$ cat src/rtl/core/sqvt_pkg.sv
package sqvt_pkg;

    localparam int CordicStepsDef = 16;
    localparam int CordicMaxSteps = 24;
    localparam int TurnQ8    = 92160;
    localparam int HalfQ8    = 46080;
    localparam int QuarterQ8 = 23040;
    localparam logic signed [33:0] CordicGain = 34'sd652032874;

    typedef struct packed {
        logic signed [23:0] pos_x;
        logic signed [23:0] pos_y;
        logic signed [23:0] width;
        logic signed [23:0] height;
        logic signed [15:0] scale_x;
        logic signed [15:0] scale_y;
        logic signed [23:0] angle_deg;
        logic signed [23:0] center_x;
        logic signed [23:0] center_y;
    } sqvt_in_t;

    typedef struct packed {
        logic [1:0]         corner;
        logic signed [23:0] vert_x;
        logic signed [23:0] vert_y;
        logic               last_corner;
    } sqvt_out_t;

    // Data carried along the cell chain
    typedef struct packed {
        logic               vld;
        logic               rot;
        logic               neg;
        logic signed [23:0] pos_x;
        logic signed [23:0] pos_y;
        logic signed [39:0] w;
        logic signed [39:0] h;
        logic signed [23:0] center_x;
        logic signed [23:0] center_y;
        logic signed [33:0] cx;
        logic signed [33:0] cy;
        logic signed [33:0] cz;
    } sqvt_cell_t;

    function automatic logic signed [31:0] atan_deg(input int i);
        logic signed [31:0] t [0:CordicMaxSteps-1];
        t = '{32'sd754974720, 32'sd445687602, 32'sd235489088, 32'sd119537938,
              32'sd60000934, 32'sd30029717, 32'sd15018523, 32'sd7509720,
              32'sd3754917, 32'sd1877466, 32'sd938734, 32'sd469367,
              32'sd234684, 32'sd117342, 32'sd58671, 32'sd29335,
              32'sd14668, 32'sd7334, 32'sd3667, 32'sd1833,
              32'sd917, 32'sd458, 32'sd229, 32'sd115};
        return t[i];
    endfunction

    function automatic logic signed [23:0] sat24(input logic signed [47:0] v);
        if (v < -48'sd8388608) return -24'sd8388608;
        if (v > 48'sd8388607) return 24'sd8388607;
        return v[23:0];
    endfunction

endpackage

$ cat src/rtl/core/sqvt_front.sv
module sqvt_front import sqvt_pkg::*; (
    input  logic       aclk,
    input  logic       aresetn,
    input  logic       en,
    input  logic       in_vld,
    input  sqvt_in_t   in_data,
    output sqvt_cell_t d_out
);

    logic signed [23:0] r0, r1, r2;
    logic signed [39:0] pw, ph;
    logic               neg;
    sqvt_cell_t         out_reg, out_next;

    // Angle is within 24 bits, so mod 360 is at most ~91 turns: reduce via
    // reciprocal multiply with correction
    logic signed [47:0] qprod;
    logic signed [23:0] q;
    logic signed [47:0] rem;

    always_comb begin
        qprod = 48'(in_data.angle_deg) * 48'sd46603;
        q     = 24'(qprod >>> 32);
        rem   = 48'(in_data.angle_deg) - 48'(q) * 48'(TurnQ8);
        if (rem < 0) rem = rem + 48'(TurnQ8);
        if (rem >= 48'(TurnQ8)) rem = rem - 48'(TurnQ8);
        r0 = 24'(rem);
        r1 = (r0 > 24'(HalfQ8)) ? r0 - 24'(TurnQ8) : r0;
        neg = 1'b0;
        r2 = r1;
        if (r1 > 24'(QuarterQ8)) begin
            r2 = r1 - 24'(HalfQ8);
            neg = 1'b1;
        end else if (r1 < -24'(QuarterQ8)) begin
            r2 = r1 + 24'(HalfQ8);
            neg = 1'b1;
        end
        pw = 40'(in_data.width) * 40'(in_data.scale_x) + 40'sd128;
        ph = 40'(in_data.height) * 40'(in_data.scale_y) + 40'sd128;
        out_next.vld      = in_vld;
        out_next.rot      = in_data.angle_deg != '0;
        out_next.neg      = neg;
        out_next.pos_x    = in_data.pos_x;
        out_next.pos_y    = in_data.pos_y;
        out_next.w        = pw >>> 8;
        out_next.h        = ph >>> 8;
        out_next.center_x = in_data.center_x;
        out_next.center_y = in_data.center_y;
        out_next.cx       = CordicGain;
        out_next.cy       = '0;
        out_next.cz       = 34'(r2) <<< 16;
    end

    always_ff @(posedge aclk) begin
        if (!aresetn) begin
            out_reg.vld <= 1'b0;
        end else if (en) begin
            out_reg <= out_next;
        end
    end

    assign d_out = out_reg;

endmodule

$ cat config.mk
export PLATFORM = sky130hd
export DESIGN_NAME = sqvt_front
export DESIGN_NICKNAME = d
export VERILOG_FILES = /design/src/rtl/core/sqvt_pkg.sv /design/src/rtl/core/sqvt_front.sv
export SDC_FILE = /design/constraint.sdc
export NUM_CORES = 2
export LEC_CHECK = 0
export ABC_AREA = 1
export BUFFER_PORTS_ARGS = -buffer_cell sky130_fd_sc_hd__buf_2
export CAP_MARGIN = 40
export CELL_PAD_IN_SITES_DETAIL_PLACEMENT = 0
export CELL_PAD_IN_SITES_GLOBAL_PLACEMENT = 2
export CORE_ASPECT_RATIO = 1.75
export CORE_MARGIN = 2
export CORE_UTILIZATION = 30
export DETAILED_ROUTE_END_ITERATION = 16
export PLACE_DENSITY_LB_ADDON = 0.2
export SETUP_SLACK_MARGIN = 0.4
export SLEW_MARGIN = 20
export SYNTH_ARGS = -nofsm -noshare
export SYNTH_HDL_FRONTEND = slang
export SYNTH_SLANG_ARGS = --single-unit
$ cat constraint.sdc
create_clock -name aclk -period 16.1 [get_ports aclk]
set_input_delay 3.22 -clock aclk [delete_from_list [all_inputs] [get_ports aclk]]
set_output_delay 3.22 -clock aclk [all_outputs]
set_load 0.05 [all_outputs]
==> flow_summary.yaml <==
global_route:
  grt_pass1_vias: 37926
  grt_util_met1_pct: 19.0
  grt_pass1_wl_um: 224000
  grt_overflow: 0
  grt_max_degree: 56
  antenna_found_initial: 11
  grtUsageMet2_pct: 41.6
  grt_use_met3_pct: 1.77
  grt-busiest-layer: "met2"
  track_usage_pct: 19.9
worst_setup_path:
  setup.worst_path.class: "in -> reg"
  worstSetupEndpointType: "register"
  r2r_cells: 2
  cp-start-kind: "primary input"
  cp_max_fo: 8
  setup.worst_path.start: "in_data[66]"
  crit_arrival_ns: 15.32
  cpPeakStageDelay_ns: 0.56
  cp.depth: 72
  cp.required_ns: 16.44
  critPathTopFamily: "adder cells"
  cp_slowest_cell: "fa_1"
  crit_buf_inv: 15
  reg2reg_from: "d_out[280]"
  cpMostUsedCell: "nand2_1"
timing:
  finalSetupViolCount: 0
  max_freq_ghz: 0.0667
  setup_tns_ns: 0
  slew_headroom_pct: 52.0
  rsz0062_at_grt: "false"
  layout_min_cycle_time_ns: 14.98
  worst_slew_pin_slew_ns: 0.715
  final_hold_viol_count: 0
  period_share_pct: 93.1
  fin_skew_ns: 0
  slew_violations: 0
  fin_ws_ns: 1.12
synthesis:
  synth-main-ff-cell: "edfxtp_1"
  yosysWarnings: 0
  synth_top_area_share_pct: 40.4
  synth_cell_types: 59
  syn_avg_cell_area_um2: 8.66
  synthArstFlopShare_pct: 0
  synthTopCellsByCount: "1440 x inv_1, 1144 x nand2_1, 897 x fa_1, 410 x ha_1, 180 x edfxtp_1"
  synth.area.top_cells: "fa_1 40%, edfxtp_1 12%, inv_1 12%"
  synth_area_um2: 44500
  syn_inst: 5132
  synth_edf_count: 180
  yosys.area.top_type: "fa_1"
  synth_most_common_cell: "inv_1"
  synth_seq_cells: 181
  seq_area_frac_synth_pct: 12.2
route:
  wl_per_cell_um: 19.5
  viasPerCell: 4.43
  drtIter0Drc: 1043
  vias: 33695
  dr.pass1.iters: 5
  drc: 0
  routed_wl_um: 148000
  ant_nets: 0
placement:
  port-buffer-count: 400
  dp_slack_ns: -0.370
  hpwl_um: 124000
  dpl_cell_area_um2: 49400
  placed_cells: 7553
  finalWeightedCongestion: 0.881
cts:
  clock-root-buffer: "clkbuf_16"
  clk_pin_slew_worst_paths_ns: 0.10
  cts.path.max_buffers: 3
  cts.sinks: 181
  hold_buffers: 0
  clk_latency_ns: 0.57
  cts_max_level: 4
  cts_tree: "yes"
  numCtsBuffers: 25
floorplanning:
  die_area_um2: 151000
  io_pins: 485
  die_h_um: 513
  core_area_um2: 147000
  fp.dieW_um: 295
  initial_utilization_pct: 30.3
  std_cell_rows: 186
finish:
  instances_no_fill: 7613
  syn_to_final_growth_pct: 14.8
  drive_gt1_share_pct: 15.0
  fillers: 15589
  largest_register_ffs: 181
  layout.nets: 7139
  final_area_um2: 51100
outcome:
  status: "finished, final reports clean"
worst_hold_path:
  hold_depth: 2
  hold_class: "reg -> reg"
  hp-start: "d_out[280]"
run:
  maxCapViolations: 0
-- per-stage QoR --
step / hold slack (ns) / util, %
2_1_floorplan: 0.753 / -
3_3_place_gp: 0.529 / 33.6
3_5_place_dp: 0.533 / 33.7
4_1_cts: 0.547 / 34.2
5_1_grt: 0.613 / 34.8
6_report: 0.540 / 34.8
-- final timing paths --
kind | end | slack [ns]
worst max-delay path | d_out[26] | 1.12
worst min-delay path | d_out[280] | 0.54
worst max register to register | d_out[280] | 15.48
worst min register to register | d_out[280] | 0.54
-- worst min-delay path, cell delays in order (launching register included) --
cell     delay, ns
dfxtp_1       0.32
o21ai_0       0.14
a21oi_1       0.04
-- cells in the final DEF (no fill, tap or decap), drive strengths merged, types with 10 or more instances in the layout --
cell / synthesis / final
nor2: 152 / 152
o21ai: 80 / 80
o21bai: 10 / 10
xor2: 76 / 76
or2: 45 / 45
xnor2: 59 / 59
fa: 897 / 897
conb: 2 / 84
a21o: 10 / 10
a21oi: 162 / 162
ha: 410 / 410
nand3: 111 / 111
nand2: 1170 / 1170
clkbuf: 115 / 29
nor3: 16 / 16
buf: 108 / 608
nand4: 19 / 19
inv: 1447 / 1446
edfxtp: 180 / 180
-- repair_timing --
item,in CTS,in global routing
cloned,0,1
setup endpoints to repair,9,9
gates resized for setup,1,134
buffers inserted,0,17
pin swaps,0,73
-- cell type report --
class	instances	area (um2)	area share [%]
multi-input combinational	3363	33200	65.1
inverter	1447	5450	10.7
sequential	181	5430	10.6
timing repair buffer	610	3710	7.27
tap	1974	2470	4.84
clock buffer	27	643	1.26
clock inverter	6	133	0.260
antenna	5	12.5	0.0245
-- layer usage --
layer  vias to the layer above  share of wire [%]
met2                       700                 59
li1                      15805                  -
met1                     16931                 33
met3                       247                3.1
met4                        12                5.0
met5                         -              0.042
-- cells by family after synthesis --
logic type / after synthesis / synth area share (%)
xor gates and xnor gates: 135 / 2.72
and+or+nand+nor: 1528 / 14.1
adders and majority gates: 1307 / 51.9
AOI/OAI and AO/OA: 309 / 3.97
other: 2 / 0.0169
DFF: 181 / 12.2
buffers and inverters: 1670 / 15.1
Power is not shown: default switching activity piles up to over one toggle a cycle in this logic, so the estimate is an artifact.
