## src/rtl/core/sqvt_pkg.sv

```systemverilog
package sqvt_pkg;

    localparam int CordicStepsDef = 16;
    localparam int CordicMaxSteps = 24;
    localparam int TurnQ8    = 92160;
    localparam int HalfQ8    = 46080;
    localparam int QuarterQ8 = 23040;
    localparam logic signed [33:0] CordicGain = 34'sd652032874;

    typedef struct packed {
        logic signed [23:0] pos_x;
        logic signed [23:0] pos_y;
        logic signed [23:0] width;
        logic signed [23:0] height;
        logic signed [15:0] scale_x;
        logic signed [15:0] scale_y;
        logic signed [23:0] angle_deg;
        logic signed [23:0] center_x;
        logic signed [23:0] center_y;
    } sqvt_in_t;

    typedef struct packed {
        logic [1:0]         corner;
        logic signed [23:0] vert_x;
        logic signed [23:0] vert_y;
        logic               last_corner;
    } sqvt_out_t;

    // Data carried along the cell chain
    typedef struct packed {
        logic               vld;
        logic               rot;
        logic               neg;
        logic signed [23:0] pos_x;
        logic signed [23:0] pos_y;
        logic signed [39:0] w;
        logic signed [39:0] h;
        logic signed [23:0] center_x;
        logic signed [23:0] center_y;
        logic signed [33:0] cx;
        logic signed [33:0] cy;
        logic signed [33:0] cz;
    } sqvt_cell_t;

    function automatic logic signed [31:0] atan_deg(input int i);
        logic signed [31:0] t [0:CordicMaxSteps-1];
        t = '{32'sd754974720, 32'sd445687602, 32'sd235489088, 32'sd119537938,
              32'sd60000934, 32'sd30029717, 32'sd15018523, 32'sd7509720,
              32'sd3754917, 32'sd1877466, 32'sd938734, 32'sd469367,
              32'sd234684, 32'sd117342, 32'sd58671, 32'sd29335,
              32'sd14668, 32'sd7334, 32'sd3667, 32'sd1833,
              32'sd917, 32'sd458, 32'sd229, 32'sd115};
        return t[i];
    endfunction

    function automatic logic signed [23:0] sat24(input logic signed [47:0] v);
        if (v < -48'sd8388608) return -24'sd8388608;
        if (v > 48'sd8388607) return 24'sd8388607;
        return v[23:0];
    endfunction

endpackage

```

## src/rtl/core/sqvt_cell.sv

```systemverilog
module sqvt_cell import sqvt_pkg::*; #(
    parameter int STEP = 0
) (
    input  logic       aclk,
    input  logic       aresetn,
    input  logic       en,
    input  sqvt_cell_t d_in,
    output sqvt_cell_t d_out
);

    sqvt_cell_t out_reg, out_next;

    always_comb begin
        out_next = d_in;
        if (d_in.cz >= 0) begin
            out_next.cx = d_in.cx - (d_in.cy >>> STEP);
            out_next.cy = d_in.cy + (d_in.cx >>> STEP);
            out_next.cz = d_in.cz - 34'(atan_deg(STEP));
        end else begin
            out_next.cx = d_in.cx + (d_in.cy >>> STEP);
            out_next.cy = d_in.cy - (d_in.cx >>> STEP);
            out_next.cz = d_in.cz + 34'(atan_deg(STEP));
        end
    end

    always_ff @(posedge aclk) begin
        if (!aresetn) begin
            out_reg.vld <= 1'b0;
        end else if (en) begin
            out_reg <= out_next;
        end
    end

    assign d_out = out_reg;

endmodule

```

## config.mk

```make
export PLATFORM = sky130hd
export DESIGN_NAME = sqvt_cell
export DESIGN_NICKNAME = d
export VERILOG_FILES = /design/src/rtl/core/sqvt_pkg.sv /design/src/rtl/core/sqvt_cell.sv
export SDC_FILE = /design/constraint.sdc
export NUM_CORES = 1
export LEC_CHECK = 0
export ABC_AREA = 1
export BUFFER_PORTS_ARGS = -buffer_cell sky130_fd_sc_hd__buf_2
export CORE_ASPECT_RATIO = 0.6
export CORE_MARGIN = 2
export CORE_UTILIZATION = 35
export CTS_BUF_LIST = sky130_fd_sc_hd__clkbuf_4
export CTS_CLUSTER_DIAMETER = 150
export DETAILED_ROUTE_END_ITERATION = 10
export GPL_TIMING_DRIVEN = 0
export PLACE_DENSITY = 0.69
export SLEW_MARGIN = 5
export SYNTH_ARGS = -nofsm -noshare
export SYNTH_HDL_FRONTEND = slang
export SYNTH_SLANG_ARGS = --single-unit
export TNS_END_PERCENT = 50
```

## constraint.sdc

```tcl
create_clock -name aclk -period 7.3 [get_ports aclk]
set_input_delay 0.73 -clock aclk [delete_from_list [all_inputs] [get_ports aclk]]
set_output_delay 0.73 -clock aclk [all_outputs]
set_load 0.005 [all_outputs]
```

==> results.py, run 1 <==
metrics = {
    "run_status": {
        "status": "complete, no violations",
    },
    "worst_hold_path": {
        "hp-class": "primary input to register",
        "min_path_cells": 1,
    },
    "worst_setup_path": {
        "crit_type": "primary input to register",
        "rr_worst_depth": 2,
        "cp.arrival_ns": 3.63,
        "critPathMaxFanout": 13,
        "critPathRequiredTime_ns": 7.81,
        "start_kind": "primary input",
        "endpoint_kind": "register",
    },
    "timing": {
        "setup_violations": 0,
        "slew_headroom": 0.510,
        "hold_violations": 0,
        "fmax_mhz": 321,
        "rsz0062_at_grt": "false",
        "finalClockSkew_ns": 0,
        "min_period_over_period": 0.427,
        "maxSlewViolCount": 0,
        "tightest_slew_ns": 0.735,
        "period_needed_ns": 3.12,
    },
    "synth": {
        "yosysWarningCount": 0,
        "ys_seq_area_frac": 0.518,
        "syn-cell-area_um2": 16200,
        "syn_nets": 2221,
        "synthCells": 1825,
        "yosysUniqueCellTypes": 34,
        "syn_area_per_cell_um2": 8.89,
        "synth-seq-cells": 280,
    },
    "power": {
        "power.density_nw_per_um2": 207,
        "ir_worst_vdd_mv": 0.101,
        "leakagePower_nw": 10.1,
        "power_w": 0.00430,
    },
    "route": {
        "ant_nets": 0,
        "drt_wl_total_um": 65800,
        "wl_per_cell_um": 20.9,
        "drc": 0,
        "via_per_inst": 5.02,
        "via_count": 15800,
        "first_iter_violations": 1865,
        "first_pass_iters": 7,
    },
    "floorplanning": {
        "core_um2": 46000,
        "io_pins": 565,
        "die_area_um2": 48200,
        "start_util": 0.353,
        "die_y_um": 171,
        "die_w_um": 282,
        "row_count": 61,
    },
    "placement": {
        "place_area_um2": 19900,
        "place.gp.congestion": 1.01,
        "portBuffers": 564,
        "dpl.hpwl_um": 54400,
    },
    "grt": {
        "grt_usage": 0.260,
        "antenna_found_initial": 13,
        "grt_first_pass_wirelength_um": 90700,
        "grt_overflow": 0,
        "grt_max_degree": 134,
        "first_global_vias": 14400,
    },
    "final_layout": {
        "fin_nets": 2863,
        "final_area_um2": 20800,
        "largest_reg_flops": 280,
        "drive_gt1_frac": 0.289,
        "area_growth_syn_to_layout_pct": 28.1,
    },
    "clock_tree": {
        "cts_sinks": 280,
        "cts.clk_slew.worst_paths_ns": 0.07,
        "cts_buffers": 72,
        "cts_setup_buffers": 0,
        "cts.path.max_buffers": 3,
        "root_buffer": "clkbuf_4",
        "clock_latency_ns": 0.76,
        "htree_levels": 3,
        "cts_tree": "yes",
    },
    "job": {
        "cap_viol_max_count": 0,
    },
}
==> report_power, final <==
part           internal, W  total (W)  switching, W
combinational     0.000345    0.00103      0.000688
sequential         0.00192    0.00196     0.0000331
clock             0.000623    0.00131      0.000687
total              0.00289    0.00430       0.00141
==> cell usage after synthesis <==
library cell  count  share of area
o21bai_1         12         0.0056
o21ai_0          86          0.027
xor2_1           41          0.022
nor2_1          135          0.031
a21o_1            5         0.0023
a221oi_1          1        0.00054
o211ai_1          3         0.0014
nor4_1            5         0.0019
inv_1           265          0.061
fa_1              4         0.0049
xnor2_1           3         0.0016
a31oi_1           3         0.0012
a21boi_0          1        0.00046
edfxtp_1        279           0.52
buf_4            13         0.0060
ha_1            108          0.083
dfxtp_1           1         0.0012
buf_2            30         0.0093
or2_2             2        0.00077
o31ai_1           1        0.00046
nand3_2           2         0.0012
nand4_1          17         0.0066
o21ai_2           2         0.0011
o21a_1            1        0.00046
a21oi_1         120          0.037
nor4_2            1        0.00077
o21ai_1          18         0.0056
nor2_2            1        0.00039
inv_2             2        0.00046
nand2_2           1        0.00039
nor3_1           22         0.0068
nand3b_1          5         0.0023
nand2_1         482           0.11
nand3_1         153          0.047
==> final cells by class <==
| cell class | instances | area [um2] |
|---|---|---|
| diodes | 4 | 10.0 |
| multi-input cells | 1235 | 6580 |
| plain buffers | 43 | 248 |
| fillers | 4576 | 25200 |
| inverters | 267 | 1010 |
| well taps | 630 | 788 |
| repair buffers | 568 | 2900 |
| clock inverters | 24 | 123 |
| flip-flops and latches | 280 | 8400 |
| clock buffers | 97 | 728 |
==> path summary, 6_finish.rpt <==
check | from | endpoint | slack [ns]
worst max-delay path | d_in[33] | d_out[31]$_DFFE_PP_ | 4.18
worst min register to register | d_out[280]$_SDFFE_PN0P_ | d_out[280]$_SDFFE_PN0P_ | 0.60
worst min-delay path | d_in[244] | d_out[244]$_DFFE_PP_ | 0.12
worst max register to register | d_out[280]$_SDFFE_PN0P_ | d_out[280]$_SDFFE_PN0P_ | 6.62
==> cell usage in the layout, fill, tap and decap left out, types with 12 or more instances in the layout <==
cell | netlist | layout
a21oi_1 | 120 | 120
buf_2 | 30 | 594
buf_4 | 13 | 13
clkbuf_4 | 0 | 97
clkinv_1 | 0 | 15
edfxtp_1 | 279 | 279
ha_1 | 108 | 108
inv_1 | 265 | 264
nand2_1 | 482 | 482
nand3_1 | 153 | 153
nand4_1 | 17 | 17
nor2_1 | 135 | 135
nor3_1 | 22 | 22
o21ai_0 | 86 | 86
o21ai_1 | 18 | 18
o21bai_1 | 12 | 12
xor2_1 | 41 | 41
==> worst max-delay path, stage by stage <==
cell	delay, ns
buf_2	0.11
inv_1	0.09
ha_1	0.15
nand3_1	0.07
nor3_1	0.14
nand3b_1	0.14
o21ai_2	0.36
inv_2	0.21
buf_2	0.32
ha_1	0.41
inv_1	0.08
nor3_1	0.29
a21oi_1	0.17
nor2_1	0.13
nor2_1	0.06
xor2_1	0.14
==> through the flow <==
step	TNS [ns]	setup WS (ns)	cells	hold WS, ns	utilization
CTS	0	4.31	3144	0.00175	0.451
global route	0	3.95	3147	0.0502	0.452
global placement	-471.81	-1.76	3019	0.524	0.431
finish	0	4.18	3148	0.116	0.452
floorplan	0	0.559	1825	0.525	-
detailed placement	0	3.45	3021	0.579	0.432
==> logic make-up after synthesis <==
kind of cell               synth area share
DFF                                   0.518
adders and majority gates            0.0882
buffers and inverters                0.0770
and+or+nand+nor                       0.211
xor gates and xnor gates             0.0237
AOI/OAI and AO/OA                    0.0825
==> metal layers <==
layer	vias up	global-route usage	routed length, um
li1	7371	-	-
met1	7497	0.383	28800
met2	843	0.357	27000
met3	93	0.0950	8810
met4	8	0.0638	1180
met5	-	0	45
==> timing repair <==
item                      CTS  global route
hold endpoints to repair    2             0
hold buffers                2             0
gates resized for setup     0             0
No activity file was read; power rests on OpenSTA's default activity.
==> inputs of run 2 (changes only) <==
ABC_AREA = 0   (was 1)
PLACE_DENSITY = 0.71   (was 0.69)
clock period = 2.9 ns   (was 7.3 ns; I/O delays follow)
==> run 2 against run 1 <==
The flow now finishes with violations (setup timing). Register-to-register slack got worse by 4.9 ns. Synthesized cell count fell by 33%. Worst setup slack got worse by 4.3 ns. Sequential share of layout area fell by 1.3 points. Critical endpoint is now d_out[87]$_DFFE_PP_.
==> results.py, run 2 <==
metrics = {
    "run_status": {
        "status": "finished, violations left",
        "violations": "setup timing",
    },
    "final_layout": {
        "fin_nets": 2469,
        "fillerInstances": 3620,
        "fin_util": 0.527,
        "final_common_cell": "buf_2",
        "largest_reg_flops": 280,
        "area_growth_syn_to_layout_pct": 47.5,
        "final_area_um2": 21500,
        "final_cell_mix": "buf_2 (573), edfxtp_1 (279), dlygate4sd3_1 (206)",
        "drive_gt1_frac": 0.348,
    },
    "synth": {
        "synth.most_common_cell": "edfxtp_1",
        "synth-edff-count": 279,
        "synthCells": 1222,
        "async_flop_share": 0,
        "synth_top_area_frac": 0.575,
        "syn_nets": 1618,
        "yosysWarningCount": 0,
        "synth_largest_area_cell": "edfxtp_1",
        "syn_area_per_cell_um2": 11.9,
        "synthTopCellsByCount": "edfxtp_1 (279), a21oi_1 (115), inv_1 (109), ha_1 (108), nor2_1 (80)",
        "synth.top_cells.by_area": "edfxtp_1 (57%), ha_1 (9.3%), a21oi_1 (3.9%), xnor2_1 (3.2%), inv_1 (2.8%)",
        "ys_seq_area_frac": 0.576,
        "yosysUniqueCellTypes": 65,
        "ys.flop_type": "edfxtp_1",
        "synth-seq-cells": 280,
        "syn-cell-area_um2": 14600,
    },
    "power": {
        "power.density_nw_per_um2": 520,
        "p_clk_frac": 0.317,
        "power_switching_w": 0.00335,
        "sw_frac_of_total": 0.300,
        "ir_worst_vdd_mv": 0.238,
        "leakagePower_nw": 9.41,
        "p_int_w": 0.00782,
        "p_seq_frac": 0.444,
        "pwr-share-comb": 0.239,
    },
    "floorplanning": {
        "die_y_um": 162,
        "core_um2": 40800,
        "die_area_um2": 43300,
        "row_count": 57,
        "start_util": 0.357,
        "io_pins": 565,
        "die_w_um": 267,
    },
    "clock_tree": {
        "htree_levels": 3,
        "cts.path.max_buffers": 3,
        "cts_sinks": 280,
        "root_buffer": "clkbuf_4",
        "cts_tree": "yes",
        "cts_buffers": 72,
        "clock_latency_ns": 0.70,
        "cts.clk_slew.worst_paths_ns": 0.07,
    },
    "grt": {
        "grt_first_pass_wirelength_um": 90300,
        "busiest_layer": "met2",
        "grt_max_degree": 69,
        "gr-usage-met3": 0.0781,
        "grt_usage": 0.286,
        "antenna_found_initial": 11,
        "first_global_vias": 13700,
        "grtUsageMet1": 0.376,
        "grt.met2_usage": 0.447,
        "grt_overflow": 0,
    },
    "route": {
        "wl_per_cell_um": 24.0,
        "first_iter_violations": 1658,
        "drc": 0,
        "drt_wl_total_um": 64600,
        "first_pass_iters": 6,
        "via_per_inst": 5.23,
        "via_count": 14100,
        "ant_nets": 0,
    },
    "worst_setup_path": {
        "start_kind": "primary input",
        "cp.arrival_ns": 3.45,
        "crit_type": "primary input to register",
        "critPathRequiredTime_ns": 3.36,
        "endpoint_kind": "register",
        "critPathMaxFanout": 10,
        "rr_worst_depth": 3,
    },
    "placement": {
        "portBuffers": 564,
        "place_area_um2": 18200,
        "place.gp.congestion": 1.01,
        "dp_slack_ns": -2.85,
        "dpl.hpwl_um": 49200,
    },
    "timing": {
        "setup_violations": 3,
        "hold_ws_ns": 0.0844,
        "maxSlewViolCount": 0,
        "setup_ws_ns": -0.0876,
        "hold_violations": 0,
        "slew_headroom": 0.420,
        "finalClockSkew_ns": 0,
        "fmax_mhz": 335,
        "min_period_over_period": 1.03,
        "finalSetupTns_ns": -0.178,
        "period_needed_ns": 2.99,
        "tightest_slew_ns": 0.849,
        "rsz0062_at_grt": "true",
    },
    "worst_hold_path": {
        "hp-class": "primary input to register",
        "min_path_cells": 3,
    },
    "job": {
        "cap_viol_max_count": 0,
    },
}
-- run 2: changes by cell type after synthesis, moves of 14 or more --
cell / change
nand2_1: -428
inv_1: -156
nand3_1: -144
nor2_1: -55
xnor2_1: +50
a21o_1: +29
clkbuf_1: +24
xor2_1: -22
buf_2: -21
a211oi_1: +16
nand2b_1: +16
o21ai_0: -16
buf_1: +14
-- run 2: logic make-up (layout without fill, tap and decap cells) --
| kind of cell | after synthesis | in the layout | synth area share |
|---|---|---|---|
| AOI/OAI and AO/OA | 349 | 349 | 0.153 |
| DFF | 280 | 280 | 0.576 |
| and+or+nand+nor | 239 | 239 | 0.0791 |
| buffers and inverters | 158 | 1057 | 0.0417 |
| adders and majority gates | 112 | 112 | 0.0982 |
| xor gates and xnor gates | 72 | 72 | 0.0433 |
| muxes | 12 | 12 | 0.00824 |
| other | 0 | 8 | 0 |
-- run 2: power by group through the flow --
stage	sequential (W)	clock (W)	combinational [W]
floorplan	0.00509	0	0.00109
global placement	0.00505	0	0.00225
detailed placement	0.00503	0	0.00228
CTS	0.00495	0.00359	0.00256
global route	0.00498	0.00383	0.00283
finish	0.00496	0.00354	0.00267
-- run 2: final cells by class --
class                   instances  area [um2]  share of cell area
flip-flops and latches        280        8400               0.391
plain buffers                  47         239              0.0111
diodes                          8        20.0            0.000931
clock buffers                 100         751              0.0349
repair buffers                778        5020               0.234
multi-input cells             784        5770               0.269
well taps                     560         701              0.0326
inverters                     110         413              0.0192
clock inverters                22         175             0.00815
-- run 2: path summary, 6_finish.rpt --
| path | start | slack (ns) | endpoint |
|---|---|---|---|
| min | d_in[27] | 0.08 | d_out[27]$_DFFE_PP_ |
| max | d_in[38] | -0.09 | d_out[87]$_DFFE_PP_ |
| max reg2reg | d_out[280]$_SDFFE_PN0P_ | 1.74 | d_out[280]$_SDFFE_PN0P_ |
| min reg2reg | d_out[280]$_SDFFE_PN0P_ | 1.10 | d_out[280]$_SDFFE_PN0P_ |
-- run 2: stage by stage --
stage,std cells,power (W)
after detailed placement,2350,0.00732
after floorplan,1222,0.00618
after global placement,2346,0.00730
after global routing,2687,0.0116
after CTS,2679,0.0111
final,2689,0.0112
-- run 2: what timing repair did --
action | in CTS | in global routing
resized for setup | 36 | 31
pin swaps | 2 | 7
hold buffers | 206 | 0
setup buffers | 2 | 2
setup endpoints to repair | 34 | 21
endpoints found under the hold margin | 205 | 0
-- run 2: critical path, cell delays in order --
cell	delay (ns)
buf_2	0.11
inv_1	0.04
ha_1	0.26
buf_2	0.22
inv_1	0.15
a221oi_1	0.42
a21boi_0	0.21
o31a_1	0.41
o21ai_2	0.31
a31o_2	0.29
o221a_2	0.27
o21ai_0	0.11
xnor2_1	0.34
-- run 2: layer usage --
metal	vias to the layer above	share of wire
met4	6	0.039
li1	6241	-
met2	891	0.46
met1	6817	0.40
met5	-	0.00060
met3	118	0.10
==> inputs of run 3 (changes only) <==
ABC_AREA = 1   (was 0)
PLACE_DENSITY = 0.69   (was 0.71)
==> run 3 against run 2 <==
Critical path depth grew 1. Sequential cell count is the same. Clock power shrank 5.6%. Worst setup slack gained 0.19 ns. First-iteration DRC count grew 8.4%. The flow now finishes without violations. Total power shrank 0.26%. Sequential share of layout area shrank 2.5 points. Largest cell class unchanged. Sequential power shrank 0.8%. Clock skew is the same.
==> results.py, run 3 (same netlist as run 1, synthesis figures left out) <==
metrics = {
    "run_status": {
        "status": "complete, no violations",
    },
    "clock_tree": {
        "cts.path.max_buffers": 3,
        "root_buffer": "clkbuf_4",
        "cts.clk_slew.worst_paths_ns": 0.06,
        "cts_buffers": 73,
        "htree_levels": 3,
        "clock_latency_ns": 0.76,
        "cts_setup_buffers": 0,
        "cts_tree": "yes",
        "cts_sinks": 280,
    },
    "power": {
        "power.density_nw_per_um2": 485,
        "leakagePower_nw": 11.0,
        "ir_worst_vdd_mv": 0.206,
    },
    "placement": {
        "dpl.hpwl_um": 54800,
        "dp_slack_ns": -0.530,
        "place.gp.congestion": 0.970,
        "portBuffers": 564,
    },
    "timing": {
        "rsz0062_at_grt": "false",
        "finalClockSkew_ns": 0,
        "hold_ws_ns": 0.0931,
        "slew_headroom": 0.479,
        "fmax_mhz": 358,
        "min_period_over_period": 0.964,
        "maxSlewViolCount": 0,
        "setup_violations": 0,
        "period_needed_ns": 2.79,
        "hold_violations": 0,
        "setup_ws_ns": 0.105,
        "tightest_slew_ns": 0.779,
    },
    "route": {
        "first_pass_iters": 6,
        "ant_nets": 0,
        "drc": 0,
        "wl_per_cell_um": 20.8,
        "first_iter_violations": 1798,
        "via_per_inst": 5.01,
        "met1_length_um": 30300,
        "wl_met3_um": 8360,
        "wl_met2_um": 29600,
        "top_layer": "met5",
        "via_count": 16900,
        "drt_wl_total_um": 70000,
    },
    "grt": {
        "antenna_found_initial": 9,
        "grt_max_degree": 45,
        "first_global_vias": 15700,
        "grt_usage": 0.278,
        "grt_overflow": 0,
        "grt_first_pass_wirelength_um": 97300,
    },
    "final_layout": {
        "largest_reg_flops": 280,
        "final_common_cell": "buf_2",
        "fin_nets": 3075,
        "fillerInstances": 4364,
        "area_growth_syn_to_layout_pct": 41.6,
        "regArea_um2": 8400,
        "drive_gt1_frac": 0.269,
        "final_cell_mix": "buf_2 (592), nand2_1 (481), edfxtp_1 (279)",
        "multiInputGateArea_um2": 6600,
    },
    "floorplanning": {
        "core_um2": 46000,
        "start_util": 0.353,
        "die_w_um": 282,
        "row_count": 61,
        "io_pins": 565,
        "die_y_um": 171,
        "die_area_um2": 48200,
    },
    "worst_setup_path": {
        "crit_type": "primary input to register",
        "critPathRequiredTime_ns": 3.50,
        "critPathMaxFanout": 13,
        "cp.arrival_ns": 3.39,
        "start_kind": "primary input",
        "endpoint_kind": "register",
    },
    "worst_hold_path": {
        "hp-class": "primary input to register",
    },
    "job": {
        "cap_viol_max_count": 0,
    },
}
==> run 3: report_power, final <==
part / switching (W) / internal [W] / total (W) / leakage [nW]
sequential: 0.0000852 / 0.00484 / 0.00492 / 2.62
combinational: 0.00181 / 0.00107 / 0.00288 / 7.85
clock: 0.00179 / 0.00155 / 0.00334 / 0.507
total: 0.00369 / 0.00746 / 0.0111 / 11.0
==> run 3: worst paths after layout <==
| check | start | end | slack [ns] | cells after the start |
|---|---|---|---|---|
| max | d_in[12] | d_out[31]$_DFFE_PP_ | 0.11 | 14 |
| min reg2reg | d_out[280]$_SDFFE_PN0P_ | d_out[280]$_SDFFE_PN0P_ | 1.16 | 3 |
| min | d_in[25] | d_out[25]$_DFFE_PP_ | 0.09 | 4 |
| max reg2reg | d_out[280]$_SDFFE_PN0P_ | d_out[280]$_SDFFE_PN0P_ | 1.66 | 3 |
==> run 3: per-layer routing <==
layer | up-vias | global-route usage
met2 | 927 | 0.397
met1 | 8012 | 0.397
met5 | - | 0
met4 | 6 | 0.0909
met3 | 100 | 0.0874
li1 | 7814 | -
==> run 3: layout make-up <==
| class | count | area share |
|---|---|---|
| multi-input combinational | 1235 | 0.287 |
| sequential | 280 | 0.366 |
| inverter | 267 | 0.0439 |
| timing repair buffer | 780 | 0.220 |
| buffer | 42 | 0.0107 |
| clock buffer | 95 | 0.0310 |
| tap | 630 | 0.0343 |
| clock inverter | 29 | 0.00637 |
| antenna | 7 | 0.000762 |
==> run 3: critical path, stage by stage <==
cell,delay (ns)
dlygate4sd3_1,0.54
buf_2,0.14
nor2_1,0.10
nand4_1,0.11
nand3b_1,0.26
o21ai_4,0.34
clkbuf_4,0.37
ha_1,0.34
a21oi_1,0.15
o21ai_0,0.12
a21oi_1,0.24
nor2_1,0.07
nor2_1,0.12
xor2_1,0.20
==> run 3: timing repair <==
action	4_1_cts	5_1_grt
hold endpoints to repair	208	0
gates resized for setup	0	4
hold buffers	209	0
setup endpoints to repair	0	4
==> run 3: per-stage QoR <==
step	setup TNS [ns]	instance area [um2]	utilization	power [W]	instances
final	0	23000	0.499	0.0111	3365
after global routing	0	23000	0.499	0.0117	3363
after CTS	0	23000	0.499	0.0111	3359
after detailed placement	-2.64	20000	0.435	0.00754	3026
after global placement	-1076.39	19900	0.432	0.00752	3019
after floorplan	-555.47	16200	-	0.00635	1825
